### config.mk
export PLATFORM = sky130hd
export DESIGN_NAME = websocket_frame_unmasker_flat
export DESIGN_NICKNAME = d
export VERILOG_FILES = /design/src/sv/wsfu_pkg.sv /design/src/sv/wsfu_ifs.sv /design/src/sv/wsfu_in_stage.sv /design/src/sv/wsfu_parser.sv /design/src/sv/wsfu_out_stage.sv /design/src/sv/websocket_frame_unmasker.sv /design/src/flat_wrapper.sv
export VERILOG_INCLUDE_DIRS = /design/src /design/src/sv
export SDC_FILE = /design/constraint.sdc
export NUM_CORES = 1
export LEC_CHECK = 0
export BUFFER_PORTS_ARGS = -buffer_cell sky130_fd_sc_hd__buf_2
export CAP_MARGIN = 20
export CORE_MARGIN = 4
export CORE_UTILIZATION = 60
export DETAILED_ROUTE_END_ITERATION = 7
export PLACE_DENSITY = 0.79
export SETUP_SLACK_MARGIN = 0.4
export SYNTH_ARGS = -nofsm -noshare
export SYNTH_HDL_FRONTEND = slang
export SYNTH_SLANG_ARGS = --single-unit
### constraint.sdc
create_clock -name clk -period 5.65 [get_ports clk]
set_input_delay 0.565 -clock clk [delete_from_list [all_inputs] [get_ports clk]]
set_output_delay 0.565 -clock clk [all_outputs]
set_load 0.02 [all_outputs]
### src/sv/websocket_frame_unmasker_defines.svh
// assertion macros for the websocket frame unmasker
`ifndef WEBSOCKET_FRAME_UNMASKER_DEFINES_SVH
`define WEBSOCKET_FRAME_UNMASKER_DEFINES_SVH

// same-cycle implication, sampled on clk, off during reset
`define WSFU_ASSERT_NOW(label, ante, cons, msg) \
    label: assert property (@(posedge clk) disable iff (!rst_n) (ante) |-> (cons)) \
        else $error(msg);

// next-cycle implication, sampled on clk, off during reset
`define WSFU_ASSERT_NEXT(label, ante, cons, msg) \
    label: assert property (@(posedge clk) disable iff (!rst_n) (ante) |=> (cons)) \
        else $error(msg);

`endif

### src/sv/wsfu_pkg.sv
// shared types and constants for the websocket frame unmasker
package wsfu_pkg;

    localparam logic [7:0] MASK_FLAG = 8'h80;
    localparam logic [7:0] LEN_MASK  = 8'h7f;

    typedef enum logic [3:0] {
        PH_HDR0 = 4'b0001,
        PH_LEN  = 4'b0010,
        PH_KEY  = 4'b0100,
        PH_DATA = 4'b1000
    } phase_t;

    typedef struct packed {
        logic       valid;
        logic [7:0] data;
    } beat_t;

    typedef struct packed {
        logic       valid;
        logic [7:0] payload_byte;
        logic       last_of_frame;
        logic       empty_frame;
        logic       was_masked;
    } result_t;

endpackage

### src/sv/wsfu_ifs.sv
// stream channels for raw frame bytes and unmasked payload beats
interface wsfu_frame_if;
    logic       valid;
    logic       ready;
    logic [7:0] frame_byte;

    modport source (output valid, output frame_byte, input ready);
    modport sink   (input valid, input frame_byte, output ready);
endinterface

interface wsfu_payload_if;
    logic       valid;
    logic       ready;
    logic [7:0] payload_byte;
    logic       last_of_frame;
    logic       empty_frame;
    logic       was_masked;

    modport source (output valid, output payload_byte, output last_of_frame,
                    output empty_frame, output was_masked, input ready);
    modport sink   (input valid, input payload_byte, input last_of_frame,
                    input empty_frame, input was_masked, output ready);
endinterface

### src/sv/wsfu_in_stage.sv
// input register for raw frame bytes
module wsfu_in_stage
    import wsfu_pkg::*;
(
    input  logic         clk,
    input  logic         rst_n,
    wsfu_frame_if.sink   frame,
    input  logic         take,
    output beat_t        beat
);

    logic       valid_reg;
    logic       valid_next;
    logic [7:0] data_reg;

    assign frame.ready = !valid_reg || take;

    always_comb
    begin
        valid_next = valid_reg;
        if (frame.ready)
        begin
            valid_next = frame.valid;
        end
    end

    always_ff @(posedge clk or negedge rst_n)
    begin
        if (!rst_n)
        begin
            valid_reg <= 1'b0;
        end
        else
        begin
            valid_reg <= valid_next;
        end
    end

    always_ff @(posedge clk)
    begin
        if (frame.valid && frame.ready)
        begin
            data_reg <= frame.frame_byte;
        end
    end

    assign beat.valid = valid_reg;
    assign beat.data  = data_reg;

endmodule

### src/sv/wsfu_parser.sv
// frame header parser, mask key store and payload unmasking
`include "websocket_frame_unmasker_defines.svh"

module wsfu_parser
    import wsfu_pkg::*;
(
    input  logic    clk,
    input  logic    rst_n,
    input  beat_t   beat,
    input  logic    out_free,
    output logic    take,
    output result_t res
);

    phase_t      phase_reg;
    phase_t      phase_next;
    logic [31:0] key_reg;
    logic [31:0] key_next;
    logic        masked_reg;
    logic        masked_next;
    logic [6:0]  left_reg;
    logic [6:0]  left_next;
    logic [1:0]  kpos_reg;
    logic [1:0]  kpos_next;
    logic [7:0]  len_field;
    logic [7:0]  key_byte;
    logic [6:0]  left_dec;

    assign len_field = beat.data & LEN_MASK;
    assign left_dec  = left_reg - 7'd1;
    assign key_byte  = masked_reg ? key_reg[{kpos_reg, 3'b000} +: 8] : 8'h00;

    always_comb
    begin
        phase_next  = phase_reg;
        key_next    = key_reg;
        masked_next = masked_reg;
        left_next   = left_reg;
        kpos_next   = kpos_reg;
        res         = '0;
        unique case (phase_reg)
            PH_LEN:
            begin
                masked_next = (beat.data & MASK_FLAG) != 8'h00;
                left_next   = len_field[6:0];
                kpos_next   = 2'd0;
                if (masked_next)
                begin
                    phase_next = PH_KEY;
                end
                else if (left_next == 7'd0)
                begin
                    phase_next        = PH_HDR0;
                    res.valid         = beat.valid;
                    res.last_of_frame = 1'b1;
                    res.empty_frame   = 1'b1;
                end
                else
                begin
                    phase_next = PH_DATA;
                end
            end
            PH_KEY:
            begin
                key_next[{kpos_reg, 3'b000} +: 8] = beat.data;
                kpos_next = kpos_reg + 2'd1;
                if (kpos_reg == 2'd3)
                begin
                    if (left_reg == 7'd0)
                    begin
                        phase_next        = PH_HDR0;
                        res.valid         = beat.valid;
                        res.last_of_frame = 1'b1;
                        res.empty_frame   = 1'b1;
                        res.was_masked    = 1'b1;
                    end
                    else
                    begin
                        phase_next = PH_DATA;
                    end
                end
            end
            PH_DATA:
            begin
                kpos_next         = kpos_reg + 2'd1;
                left_next         = left_dec;
                res.valid         = beat.valid;
                res.payload_byte  = beat.data ^ key_byte;
                res.last_of_frame = left_dec == 7'd0;
                res.was_masked    = masked_reg;
                if (left_dec == 7'd0)
                begin
                    phase_next = PH_HDR0;
                end
            end
            default:
            begin
                phase_next = PH_LEN;
            end
        endcase
    end

    assign take = beat.valid && (!res.valid || out_free);

    always_ff @(posedge clk or negedge rst_n)
    begin
        if (!rst_n)
        begin
            phase_reg  <= PH_HDR0;
            key_reg    <= '0;
            masked_reg <= 1'b0;
            left_reg   <= '0;
            kpos_reg   <= '0;
        end
        else if (take)
        begin
            phase_reg  <= phase_next;
            key_reg    <= key_next;
            masked_reg <= masked_next;
            left_reg   <= left_next;
            kpos_reg   <= kpos_next;
        end
    end

    `WSFU_ASSERT_NOW(a_empty_is_last, res.valid && res.empty_frame,
        res.last_of_frame && res.payload_byte == 8'h00, "empty marker not last")
    `WSFU_ASSERT_NOW(a_data_has_count, phase_reg == PH_DATA, left_reg != 7'd0,
        "payload phase with no bytes left")
    `WSFU_ASSERT_NOW(a_data_gives_beat, beat.valid && phase_reg == PH_DATA, res.valid,
        "payload byte without result")
    `WSFU_ASSERT_NEXT(a_last_ends_frame, take && res.valid && res.last_of_frame,
        phase_reg == PH_HDR0, "frame end did not return to header")

endmodule

### src/sv/wsfu_out_stage.sv
// result register driving the payload channel
module wsfu_out_stage
    import wsfu_pkg::*;
(
    input  logic           clk,
    input  logic           rst_n,
    input  result_t        res,
    output logic           out_free,
    wsfu_payload_if.source payload
);

    logic    valid_reg;
    logic    valid_next;
    result_t data_reg;

    assign out_free = !valid_reg || payload.ready;

    always_comb
    begin
        valid_next = valid_reg;
        if (out_free)
        begin
            valid_next = res.valid;
        end
    end

    always_ff @(posedge clk or negedge rst_n)
    begin
        if (!rst_n)
        begin
            valid_reg <= 1'b0;
        end
        else
        begin
            valid_reg <= valid_next;
        end
    end

    always_ff @(posedge clk)
    begin
        if (out_free && res.valid)
        begin
            data_reg <= res;
        end
    end

    assign payload.valid         = valid_reg;
    assign payload.payload_byte  = data_reg.payload_byte;
    assign payload.last_of_frame = data_reg.last_of_frame;
    assign payload.empty_frame   = data_reg.empty_frame;
    assign payload.was_masked    = data_reg.was_masked;

endmodule

### src/sv/websocket_frame_unmasker.sv
// a payload byte is registered at the input, unmasked, then registered again at the output
// throughput: one frame byte per cycle unless output stalls; parsed between two registers
// header and key bytes produce no beat, except the marker beat that ends an empty frame
// reset: asynchronous, active low; returns to waiting for the first header byte, key cleared
// top level of the websocket frame unmasker
module websocket_frame_unmasker
    import wsfu_pkg::*;
(
    input  logic           clk,
    input  logic           rst_n,
    wsfu_frame_if.sink     frame,
    wsfu_payload_if.source payload
);

    beat_t   beat;
    result_t res;
    logic    take;
    logic    out_free;

    wsfu_in_stage u_in_stage (
        .clk   (clk),
        .rst_n (rst_n),
        .frame (frame),
        .take  (take),
        .beat  (beat)
    );

    wsfu_parser u_parser (
        .clk      (clk),
        .rst_n    (rst_n),
        .beat     (beat),
        .out_free (out_free),
        .take     (take),
        .res      (res)
    );

    wsfu_out_stage u_out_stage (
        .clk      (clk),
        .rst_n    (rst_n),
        .res      (res),
        .out_free (out_free),
        .payload  (payload)
    );

endmodule

### src/flat_wrapper.sv
// flat-port wrapper written by rule: the top's interface ports become plain ports
module websocket_frame_unmasker_flat import wsfu_pkg::*;
  (clk, rst_n, frame_valid, frame_frame_byte, frame_ready, payload_valid, payload_payload_byte, payload_last_of_frame, payload_empty_frame, payload_was_masked, payload_ready);
  wsfu_frame_if frame_i ();
  wsfu_payload_if payload_i ();
  input  logic clk;
  input  logic rst_n;
  input wire logic [$bits(frame_i.valid)-1:0] frame_valid;
  input wire logic [$bits(frame_i.frame_byte)-1:0] frame_frame_byte;
  output wire logic [$bits(frame_i.ready)-1:0] frame_ready;
  output wire logic [$bits(payload_i.valid)-1:0] payload_valid;
  output wire logic [$bits(payload_i.payload_byte)-1:0] payload_payload_byte;
  output wire logic [$bits(payload_i.last_of_frame)-1:0] payload_last_of_frame;
  output wire logic [$bits(payload_i.empty_frame)-1:0] payload_empty_frame;
  output wire logic [$bits(payload_i.was_masked)-1:0] payload_was_masked;
  input wire logic [$bits(payload_i.ready)-1:0] payload_ready;
  assign frame_i.valid = frame_valid;
  assign frame_i.frame_byte = frame_frame_byte;
  assign frame_ready = frame_i.ready;
  assign payload_valid = payload_i.valid;
  assign payload_payload_byte = payload_i.payload_byte;
  assign payload_last_of_frame = payload_i.last_of_frame;
  assign payload_empty_frame = payload_i.empty_frame;
  assign payload_was_masked = payload_i.was_masked;
  assign payload_i.ready = payload_ready;
  websocket_frame_unmasker u_core (.clk(clk), .rst_n(rst_n), .frame(frame_i), .payload(payload_i));
endmodule
==> run_results.csv <==
group,metric,value,unit
synthesis,yosysWarnings,0,
clock_network,cts_root_buf,"clkbuf_8",
synthesis,synthCells,339,
synthesis,syn_avg_cell_area,10.6,um2
run_status,status,"complete, no violations",
pwr,leakage,1.96,nW
synthesis,ys_ff_latch,67,
synthesis,synth-edff-count,19,
worst_setup_path,crit_chain,"inv_1, ha_1, nor3b_1, and4_1, or2_2, o211ai_1, buf_2",
global_route,grt_max_degree,49,
pwr,power.total,0.00174,W
sta,rsz0062_at_grt,"no",
detailed_routing,final_antenna_net_count,0,
detailed_routing,drtIter0Drc,355,
worst_setup_path,startpoint_type,"flip-flop",
worst_setup_path,r2r-start,"u_core.u_parser.kpos_reg[0]$_DFFE_PN0P_",
worst_setup_path,arrival,2.50,ns
sta,slew_violations,0,
global_route,grt-ovfl-total,0,
sta,worst_pin_slew,0.986,ns
clock_network,hold_buffers,0,
sta,timing.hold.ws,0.0597,ns
min_path,hp-class,"in -> async",
die,die_w,85.5,um
detailed_routing,vias,2624,
pwr,vdd_drop_max,0.000206,V
synthesis,synthesis.area,0.00360,mm2
synthesis,async_flop_share,71.6,%
clock_network,numCtsBuffers,9,
global_route,grt_usage,23.0,%
clock_network,clock_latency,0.34,ns
worst_setup_path,required,5.09,ns
detailed_routing,drc_errors,0,
place,port_buffers,24,
place,hpwl,5380,um
layout,fin_area,0.00397,mm2
sta,finalHoldViolCount,0,
sta,slew_headroom,34.1,%
global_route,antenna_found_initial,0,
clock_network,clk_pin_slew,0.07,ns
layout,drive_above_1_share,17.8,%
die,rows,27,
clock_network,post_cts_buffers,0,
layout,nNetsFinal,379,
worst_setup_path,reg2reg_to,"u_core.u_parser.key_reg[31]$_DFFE_PN0P_",
layout,largest_register_ff_count,32,
die,io_pins,25,
die,fp.dieH,85.5,um
pwr,power.density,438,mW/mm2
worst_setup_path,crit_slowest_cell,"dfrtp_1",
detailed_routing,wl,7780,um
synthesis,synthFlopType,"dfrtp_1",
global_route,grt_pass1_vias,2573,
sta,max_freq,327,MHz
sta,layout_min_cycle_time,3.06,ns
die,die_area,0.00731,mm2
clock_network,cts.repair.resized,0,
place,routabilityCongestion,0.900,
detailed_routing,drtPass1Iterations,6,
flow_run,maxCapViolCount,0,
clock_network,tritoncts,"built",
clock_network,clockBufferDepth,2,
sta,setup_viol,0,
detailed_routing,viasPerCell,6.00,
clock_network,clkSinkCount,67,
synthesis,synth_nets,358,
die,start_util,63.5,%
synthesis,yosysUniqueCellTypes,49,
place,place_area,0.00376,mm2
worst_setup_path,reg2regPathDepth,5,
worst_setup_path,slowest_delay,0.43,ns
die,core_area,0.00568,mm2
sta,fin_skew,0.00483,ns
layout,n_antenna_cell,0,
sta,fin_setup_tns,0,ns
detailed_routing,wl_per_cell,17.8,um
clock_network,ctsHtreeMaxLevel,3,
synthesis,synth_seq_area_share,49.2,%
worst_setup_path,worst-r2r-setup-slack,2.99,ns
worst_setup_path,cp_max_fo,8,
worst_setup_path,path_class,"reg -> out",
layout,synthToLayoutAreaGrowth,10.3,%
global_route,grt_pass1_wl,13000,um
worst_setup_path,endpoint_kind,"primary output",
sta,finalCritPeriodShare,54.2,%
cell type report:
cell class	count	area, um2
flip-flops and latches	67	1770
inverters	43	161
repair buffers	29	168
multi-input cells	210	1600
well taps	72	90.1
clock buffers	11	131
fillers	439	1700
clock inverters	5	53.8
power breakdown:
part | total, W | leakage, nW | internal [W] | switching [W]
sequential | 0.000789 | 0.670 | 0.000626 | 0.000163
combinational | 0.000574 | 1.19 | 0.000268 | 0.000306
clock | 0.000376 | 0.0971 | 0.000203 | 0.000174
total | 0.00174 | 1.96 | 0.00110 | 0.000643
Yosys cell counts (2+ instances only):
cell,number,area [um2]
inv_1,43,161
mux4_2,8,180
ha_1,7,87.6
clkbuf_1,13,48.8
buf_2,5,25.0
nand2_1,45,169
a22o_1,4,35.0
nand2b_1,3,18.8
or4b_2,3,30.0
nand4_4,3,63.8
nor4_1,4,25.0
xor2_1,6,52.6
o31ai_1,2,15.0
nand3_1,5,25.0
or3_1,2,12.5
dfrtp_1,47,1180
xnor2_1,2,17.5
nor3b_1,4,30.0
mux2i_1,33,330
o32ai_1,2,17.5
o21ai_0,10,50.1
a21oi_1,12,60.1
a21o_1,3,22.5
a31oi_1,6,37.5
nand3b_1,2,15.0
a211oi_1,3,22.5
edfxtp_1,19,571
nor3_1,6,30.0
nor2_1,17,63.8
placed cells by master (no fill, tap or decap), types with 9 or more instances in the layout:
master	netlist	layout
dfrtp_1	47	47
nand2_1	45	45
inv_1	43	43
mux2i_1	33	33
buf_2	5	24
edfxtp_1	19	19
nor2_1	17	17
a21oi_1	12	12
o21ai_0	10	10
clkbuf_8	0	9
logic make-up after synthesis:
family                     after synthesis  share of synthesized area [%]
and+or+nand+nor                        106                           16.7
DFF                                     67                           49.2
buffers and inverters                   62                           6.63
AOI/OAI and AO/OA                       47                           8.58
muxes                                   42                           14.5
xor gates and xnor gates                 8                           1.95
adders and majority gates                7                           2.43
per-stage QoR:
stage	utilization [%]	worst slack, ns	std cells
floorplan	-	2.86	339
global route	70.0	2.43	437
CTS	69.6	2.59	435
detailed placement	66.3	2.95	419
finish	70.0	2.59	437
global placement	66.3	3.01	419
critical path, delay by kind of cell, from the launching register on:
kind / cells / cell delay, ns
flip-flops: 1 / 0.43
AND/OR/NAND/NOR: 3 / 0.78
adder cells (fa/ha/maj): 1 / 0.29
AO/OA/AOI/OAI: 1 / 0.33
buffers and inverters: 2 / 0.33
per-layer routing:
| metal | track usage (%) | wire length, um |
|---|---|---|
| met1 | 33.5 | 3420 |
| met2 | 32.6 | 3470 |
| met3 | 4.95 | 681 |
| met4 | 11.1 | 208 |
| met5 | 0 | 0 |
how the worst max path moves through the flow:
stage	startpoint	endpoint	slack, ns
2_1_floorplan	u_core.u_parser.phase_reg[1]$_DFFE_PN0P_	u_core.u_out_stage.payload.empty_frame$_SDFFCE_PN0P_	2.86
3_3_place_gp	u_core.u_parser.kpos_reg[0]$_DFFE_PN0P_	frame_ready	3.01
3_5_place_dp	u_core.u_parser.kpos_reg[0]$_DFFE_PN0P_	u_core.u_parser.key_reg[8]$_DFFE_PN0P_	2.95
4_1_cts	u_core.u_parser.kpos_reg[0]$_DFFE_PN0P_	frame_ready	2.59
5_1_grt	u_core.u_parser.kpos_reg[0]$_DFFE_PN0P_	frame_ready	2.43
6_report	u_core.u_parser.left_reg[0]$_DFFE_PN0P_	frame_ready	2.59
No activity file was read; power rests on OpenSTA's default activity.
